File: src/rtl/core/assert_macros.svh
// Assertion macros shared by the varispeed loop buffer RTL.
// No dependencies; the assertions drop out when SYNTH is defined.
`ifndef ASSERT_MACROS_SVH
`define ASSERT_MACROS_SVH
`ifndef SYNTH
// Checks that cons holds in the same cycle as ante.
`define VLB_ASSERT_IMP(lbl, clk, rstn, ante, cons, msg) \
    lbl: assert property (@(posedge clk) disable iff (!(rstn)) (ante) |-> (cons)) \
        else $error(msg);
// Checks that cons holds in the cycle after ante.
`define VLB_ASSERT_NXT(lbl, clk, rstn, ante, cons, msg) \
    lbl: assert property (@(posedge clk) disable iff (!(rstn)) (ante) |=> (cons)) \
        else $error(msg);
`else
`define VLB_ASSERT_IMP(lbl, clk, rstn, ante, cons, msg)
`define VLB_ASSERT_NXT(lbl, clk, rstn, ante, cons, msg)
`endif
`endif

File: src/rtl/core/vlb_pkg.sv
// Shared types, constants and helper functions of the varispeed loop buffer.
// No dependencies; vlb_cfg, vlb_seq and the top level import this package.
`timescale 1ns / 1ps

package vlb_pkg;

    // Field and storage widths.
    localparam int ADDR_W  = 16;
    localparam int DATA_W  = 32;
    localparam int FRAC_W  = 24;
    localparam int SPEED_W = 28;
    localparam int FADE_W  = 17;
    localparam int LEN_W   = 17;
    localparam int CFG_AW  = 4;

    localparam logic [FADE_W-1:0]  ONE_Q16   = 17'h10000;
    localparam logic [LEN_W-1:0]   MAX_LEN   = 17'h10000;
    localparam logic [LEN_W-1:0]   MIN_LEN   = 17'd2;

    // Largest speed; also bounds the number of head steps per read beat.
    localparam int MAX_SPEED = 8;
    localparam int STEP_W    = $clog2(MAX_SPEED + 1);
    localparam logic [SPEED_W-1:0] MAX_SPEED_Q24 = SPEED_W'(MAX_SPEED) << FRAC_W;

    typedef enum logic [1:0] {
        ACT_WRITE  = 2'd0,
        ACT_READ   = 2'd1,
        ACT_SET_RD = 2'd2,
        ACT_SET_WR = 2'd3
    } t_action;

    typedef enum logic [1:0] {
        REG_LOOP_START = 2'd0,
        REG_LOOP_LEN   = 2'd1,
        REG_REVERSE    = 2'd2,
        REG_NARROW     = 2'd3
    } t_reg_idx;

    // Configuration as seen by the sequencer; win_len is already clamped.
    typedef struct packed {
        logic [ADDR_W-1:0] loop_start;
        logic [LEN_W-1:0]  win_len;
        logic              reverse_mode;
        logic              narrow;
    } t_cfg;

    typedef enum logic [3:0] {
        S_CLEAR,
        S_IDLE,
        S_WR_RD,
        S_WR_MUL_A,
        S_WR_MUL_B,
        S_WR_BACK,
        S_RD_S0,
        S_RD_S1,
        S_RD_DIFF,
        S_RD_MUL,
        S_RD_SUM,
        S_RD_STEP,
        S_RD_DONE
    } t_state;

    // One head step inside the loop window. Backward never lands on loop_start.
    function automatic logic [ADDR_W-1:0] f_step(input logic [ADDR_W-1:0] h,
                                                 input logic              back,
                                                 input t_cfg              cfg);
        logic [ADDR_W+1:0] end_v;
        logic [ADDR_W+1:0] inc;
        logic [ADDR_W+1:0] lim;
        logic [ADDR_W-1:0] res;
        end_v = {2'b00, cfg.loop_start} + {1'b0, cfg.win_len};
        inc   = {2'b00, h} + (ADDR_W+2)'(1);
        lim   = {2'b00, cfg.loop_start} + (ADDR_W+2)'(1);
        if (!back) begin
            res = (inc >= end_v) ? cfg.loop_start : inc[ADDR_W-1:0];
        end else begin
            if ({2'b00, h} <= lim) begin
                res = end_v[ADDR_W-1:0] - ADDR_W'(1);
            end else begin
                res = h - ADDR_W'(1);
            end
        end
        return res;
    endfunction

    // Stored word to sample value, honoring the narrow sample mode.
    function automatic logic signed [DATA_W-1:0] f_load(input logic [DATA_W-1:0] w,
                                                        input logic              narrow);
        logic signed [DATA_W-1:0] v;
        v = narrow ? {{(DATA_W-16){w[15]}}, w[15:0]} : w;
        return v;
    endfunction

endpackage

File: src/rtl/core/vlb_cfg.sv
// APB-style configuration registers of the varispeed loop buffer.
// Depends on vlb_pkg for register indexes and the configuration struct.
`timescale 1ns / 1ps

module vlb_cfg (
    input  logic                       i_clk,
    input  logic                       i_rst_n,
    input  logic                       psel,
    input  logic                       penable,
    input  logic                       pwrite,
    input  logic [vlb_pkg::CFG_AW-1:0] paddr,
    input  logic [31:0]                pwdata,
    output logic [31:0]                prdata,
    output logic                       pready,
    output vlb_pkg::t_cfg              o_cfg
);
    import vlb_pkg::*;

    logic [ADDR_W-1:0] r_loop_start;
    logic [LEN_W-1:0]  r_loop_len;
    logic              r_reverse;
    logic              r_narrow;
    logic              wr_en;
    t_reg_idx          reg_idx;

    assign pready  = 1'b1;
    assign wr_en   = psel && penable && pwrite;
    assign reg_idx = t_reg_idx'(paddr[3:2]);

    // Register writes on the access cycle.
    always_ff @(posedge i_clk) begin
        if (!i_rst_n) begin
            r_loop_start <= '0;
            r_loop_len   <= MAX_LEN;
            r_reverse    <= 1'b0;
            r_narrow     <= 1'b1;
        end else if (wr_en) begin
            case (reg_idx)
                REG_LOOP_START: r_loop_start <= pwdata[ADDR_W-1:0];
                REG_LOOP_LEN:   r_loop_len   <= pwdata[LEN_W-1:0];
                REG_REVERSE:    r_reverse    <= pwdata[0];
                REG_NARROW:     r_narrow     <= pwdata[0];
                default: ;
            endcase
        end
    end

    // Read back the raw register values.
    always_comb begin
        case (reg_idx)
            REG_LOOP_START: prdata = {{(32-ADDR_W){1'b0}}, r_loop_start};
            REG_LOOP_LEN:   prdata = {{(32-LEN_W){1'b0}}, r_loop_len};
            REG_REVERSE:    prdata = {31'd0, r_reverse};
            REG_NARROW:     prdata = {31'd0, r_narrow};
            default:        prdata = '0;
        endcase
    end

    // Clamp the loop length into its legal window.
    always_comb begin
        o_cfg.loop_start   = r_loop_start;
        o_cfg.reverse_mode = r_reverse;
        o_cfg.narrow       = r_narrow;
        if (r_loop_len < MIN_LEN) begin
            o_cfg.win_len = MIN_LEN;
        end else if (r_loop_len > MAX_LEN) begin
            o_cfg.win_len = MAX_LEN;
        end else begin
            o_cfg.win_len = r_loop_len;
        end
    end

endmodule

File: config.mk
export PLATFORM = sky130hd
export DESIGN_NAME = vlb_cfg
export DESIGN_NICKNAME = d
export VERILOG_FILES = /design/src/rtl/core/assert_macros.svh /design/src/rtl/core/vlb_pkg.sv /design/src/rtl/core/vlb_cfg.sv
export SDC_FILE = /design/constraint.sdc
export NUM_CORES = 1
export LEC_CHECK = 0
export BUFFER_PORTS_ARGS = -buffer_cell sky130_fd_sc_hd__buf_2
export CAP_MARGIN = 0
export CORE_ASPECT_RATIO = 0.7
export CORE_MARGIN = 8
export CORE_UTILIZATION = 40
export CTS_CLUSTER_DIAMETER = 30
export DETAILED_ROUTE_END_ITERATION = 8
export GPL_ROUTABILITY_DRIVEN = 1
export PLACE_DENSITY = 0.72
export SLEW_MARGIN = 20
export SYNTH_ARGS = -nofsm -noshare
export SYNTH_HDL_FRONTEND = slang
export SYNTH_SLANG_ARGS = --single-unit
File: constraint.sdc
create_clock -name i_clk -period 3 [get_ports i_clk]
set_clock_uncertainty 0.1 [all_clocks]
set_input_delay 0.15 -clock i_clk [delete_from_list [all_inputs] [get_ports i_clk]]
set_output_delay 0.15 -clock i_clk [all_outputs]
set_load 0.05 [all_outputs]
# Word level (Yosys, flattened, before mapping)
# Index checks and enable logic that the tools add are counted.
# totals
register_bits	35
out_inout_bits	68
wordCells	19
# classes
magnitude_cmp	2
n_eq_ne	3
muxes	3
n_reduce_logical	7
# ops
cell	count
32-bit case mux with 4 select lines	1
17-bit two-way mux	2
17-bit greater-than comparator, second input constant	1
17-bit by 2-bit less-than comparator with 1-bit output, second input constant	1
2-bit AND reduction	4
2-bit equality test, second input constant	2
2-bit by 1-bit equality test with 1-bit output, second input constant	1
1-bit logical AND	2
2-bit zero test	1

# Depth between registers and ports, before layout
# logic_depth
word_depth	3
ltp_mapped	6
ltp_nobuf	3

# Worst setup path after synthesis
# Ideal clock, no wire load.
# synth_path
path_type	reg-to-output
from	register r_loop_len[9]
to	output o_cfg[10] in the netlist's numbering
t_arrival_ns	1.625
t_required_ns	2.750
path_slack_ns	1.125
stages_incl_launch_ff	4
path_cell_list	dfxtp_1 -> nor4_2 -> a41oi_4 -> nor2b_1
# synth_lines
item	line	text
from (decl)	vlb_cfg.sv:20	logic [LEN_W-1:0] r_loop_len;
from (signal assigned)	vlb_cfg.sv:40	REG_LOOP_LEN: r_loop_len <= pwdata[LEN_W-1:0];
to (decl)	vlb_cfg.sv:15	output vlb_pkg::t_cfg o_cfg

==> impl_metrics.yaml <==
outcome:
  status: "complete, no violations"
worst_setup_path:
  critPathArrivalTime_ps: 1750
  critPathMaxFanout: 9
  start_kind: "flip-flop"
  rr_worst_depth: 2
  endpoint_kind: "primary output"
  critPathKind: "flip-flop to primary output"
  rr_startpoint: "r_loop_len[16]"
  timing.critical_path.required_ps: 2750
  r2r_end: "r_loop_len[16]"
  ff2ff_setup_slack_ps: 2060
finish:
  fillers: 509
  antenna_cells: 0
  stdcell_count: 379
  seqCellArea_sq_um: 701
  area_growth_pct: 17.9
  drive_gt1_share_pct: 30.6
  final_nets: 348
  final_area_sq_um: 2480
  multi_input_area_sq_um: 1170
sta:
  fin_crit_sh_pct: 66.6
  worst_pin_slew_ps: 733
  report.final.setup_viol: 0
  final-hold-violation-count: 0
  period_needed_ps: 2000
  final.setup.tns_ps: 0
  rsz0062_at_grt: "false"
  timing.fmax_ghz: 0.500
  slew_viol_final: 0
  max_slew_margin_pct: 51.1
synth:
  seq_area_frac_synth_pct: 33.3
  ys_top_cells_by_area: "dfxtp_1 33%, nand3_1 8.6%, buf_4 8.2%, mux2i_1 7.1%, a21boi_1 6.8%"
  syn-cell-area_sq_um: 2100
  avgSynthCellArea_sq_um: 8.52
  yosysWarnings: 0
  synth_top_area_share_pct: 33.3
  syn_inst: 247
  synth_area_leader_cell: "dfxtp_1"
  synth-seq-cells: 35
  synth_cell_type_count: 31
die:
  coreArea_sq_um: 5150
  rows: 22
  start_util_pct: 40.9
  die_area_sq_um: 7870
  die_h_microns: 76.7
  die_w_microns: 103
  io_pins: 109
routing:
  via_per_inst: 5.13
  drc: 0
  routed_wirelength_microns: 6110
  vias: 1946
  drt.antenna.violating_nets: 0
  wl_per_cell_microns: 16.1
  drtIter0Drc: 114
  dr.pass1.iters: 4
min_path:
  min_path_cells: 3
  whs_endpoint: "r_loop_len[16]"
  holdCritStartpoint: "pwdata[16]"
  hold_path.class: "input port to flip-flop"
pwr:
  p_comb_share_pct: 18.1
  swShare_pct: 29.4
  power_frac_clock_pct: 37.6
  p_seq_share_pct: 44.3
  powerDensity_nw_per_um2: 435
  vdd_drop_max_mv: 0.231
  p_switching_mw: 0.317
  power.internal_mw: 0.762
  p_leak_nw: 1.12
place:
  post-place-cells: 372
  placed_area_sq_um: 2380
  portBuffers: 75
  dp_hpwl_microns: 4280
  place_congestion: 0.725
clock_tree:
  worstSkewPairLatency_ps: 280
  clk_pin_slew_worst_paths_ps: 70
  cts_buffers: 5
  cts_root_buf: "clkbuf_8"
  post-cts-setup-buffer-count: 0
  cts_resized: 0
  htree_levels: 2
  cts_sinks: 35
  cts.path.max_buffers: 2
  postCtsHoldBufs: 0
  tritoncts: "yes"
flow_run:
  drv_cap: 0
global_routing:
  first_global_vias: 1841
  antenna_found_initial: 0
  top_usage_layer: "met2"
  grt_pass1_wl_microns: 9670
  grt_use_total_pct: 15.4
  grtUsageMet3_pct: 4.60
  grt_overflow: 0
  grt_use_met2_pct: 23.5
  grt_util_met1_pct: 20.5
  grt_max_degree: 37
[metal layers]
metal | wire length, microns | vias up
li1 | - | 954
met1 | 2850 | 904
met2 | 2670 | 83
met3 | 536 | 5
met4 | 47 | 0
met5 | 0 | -
[cell families after synthesis]
| kind of cell | share of synthesized area [%] |
|---|---|
| AO/OA/AOI/OAI | 21.8 |
| buffers and inverters | 13.6 |
| flip-flops | 33.3 |
| AND/OR/NAND/NOR | 22.8 |
| other | 0.357 |
| multiplexers | 8.21 |
[worst max-delay path, cell delays in order (launching register included)]
cell,delay (ps)
dfxtp_1,360
nor4_4,370
a41oi_4,260
nor2b_1,180
buf_2,280
[metrics by stage]
| step | setup WS, ps | util (%) | hold WS [ps] | power (mW) |
|---|---|---|---|---|
| 2_1_floorplan | 1130 | - | 189 | 0.658 |
| 3_3_place_gp | 1080 | 46.2 | 300 | 0.681 |
| 3_5_place_dp | 1040 | 46.2 | 309 | 0.682 |
| 4_1_cts | 958 | 48.2 | 11.1 | 1.09 |
| 5_1_grt | 863 | 48.2 | 20.4 | 1.12 |
| 6_report | 1000 | 48.2 | 14.2 | 1.08 |
[area by class of cell]
class                           instances  area share (%)
Multi-Input combinational cell        183            47.2
Sequential cell                        35            28.3
Timing Repair Buffer                   79            16.3
Tap cell                               72            3.63
Clock buffer                            6            2.93
Clock inverter                          1            1.21
Inverter                                3           0.454
[cells in the final DEF, fill, tap and decap left out]
master	netlist	final
a21oi_1	1	1
o21ai_1	10	10
dfxtp_1	35	35
buf_2	5	75
mux2i_1	15	15
nor2_4	1	1
o31ai_1	1	1
nand2_1	1	1
nor4_4	3	3
inv_1	3	3
nor2b_1	14	14
a21boi_0	13	13
nand2b_2	1	1
nor3_1	1	1
clkbuf_8	0	5
nor2b_2	1	1
nand4_1	3	3
conb_1	2	16
o211ai_1	1	1
nand3_1	36	36
and3_1	2	2
buf_4	23	4
clkbuf_1	7	1
or2_0	1	1
nor4_2	1	1
mux4_2	1	1
nor2_1	16	16
bufinv_16	0	1
o21ai_0	24	24
a21boi_1	19	19
a41oi_4	1	1
[synthesized netlist by cell type, drive strengths merged]
cell and instances:
a21boi 32, a21oi 1, a41oi 1, and3 2
buf 32, clkbuf 8, conb 2, dfxtp 35
inv 3, mux2i 15, mux4 1, nand2 1
nand2b 1, nand3 36, nand4 3, nor2 17
nor2b 15, nor3 1, nor4 4, o211ai 1
o21ai 34, o31ai 1, or2 1
[power groups by stage]
stage / Sequential, mW / Combinational (mW) / Clock (mW)
final: 0.478 / 0.195 / 0.405
after global routing: 0.479 / 0.207 / 0.432
after CTS: 0.478 / 0.194 / 0.416
after detailed placement: 0.488 / 0.194 / 0
after global placement: 0.488 / 0.193 / 0
after floorplan: 0.496 / 0.162 / 0
[registers in the layout (all words and copies together), names as in the netlist]
register      flops
r_loop_len       17
r_narrow          1
r_loop_start     16
r_reverse         1
[how the worst max path moves through the flow]
stage,start,to,slack (ps),cells past startpoint
4_1_cts,r_loop_len[5],o_cfg[13],960,4
6_report,r_loop_len[5],o_cfg[13],1000,4
5_1_grt,r_loop_len[5],o_cfg[14],860,4
3_3_place_gp,paddr[2],r_loop_len[7],1080,5
3_5_place_dp,paddr[2],r_loop_len[6],1040,5
2_1_floorplan,r_loop_len[9],o_cfg[10],1130,3
(Power assumes the default switching activity.)
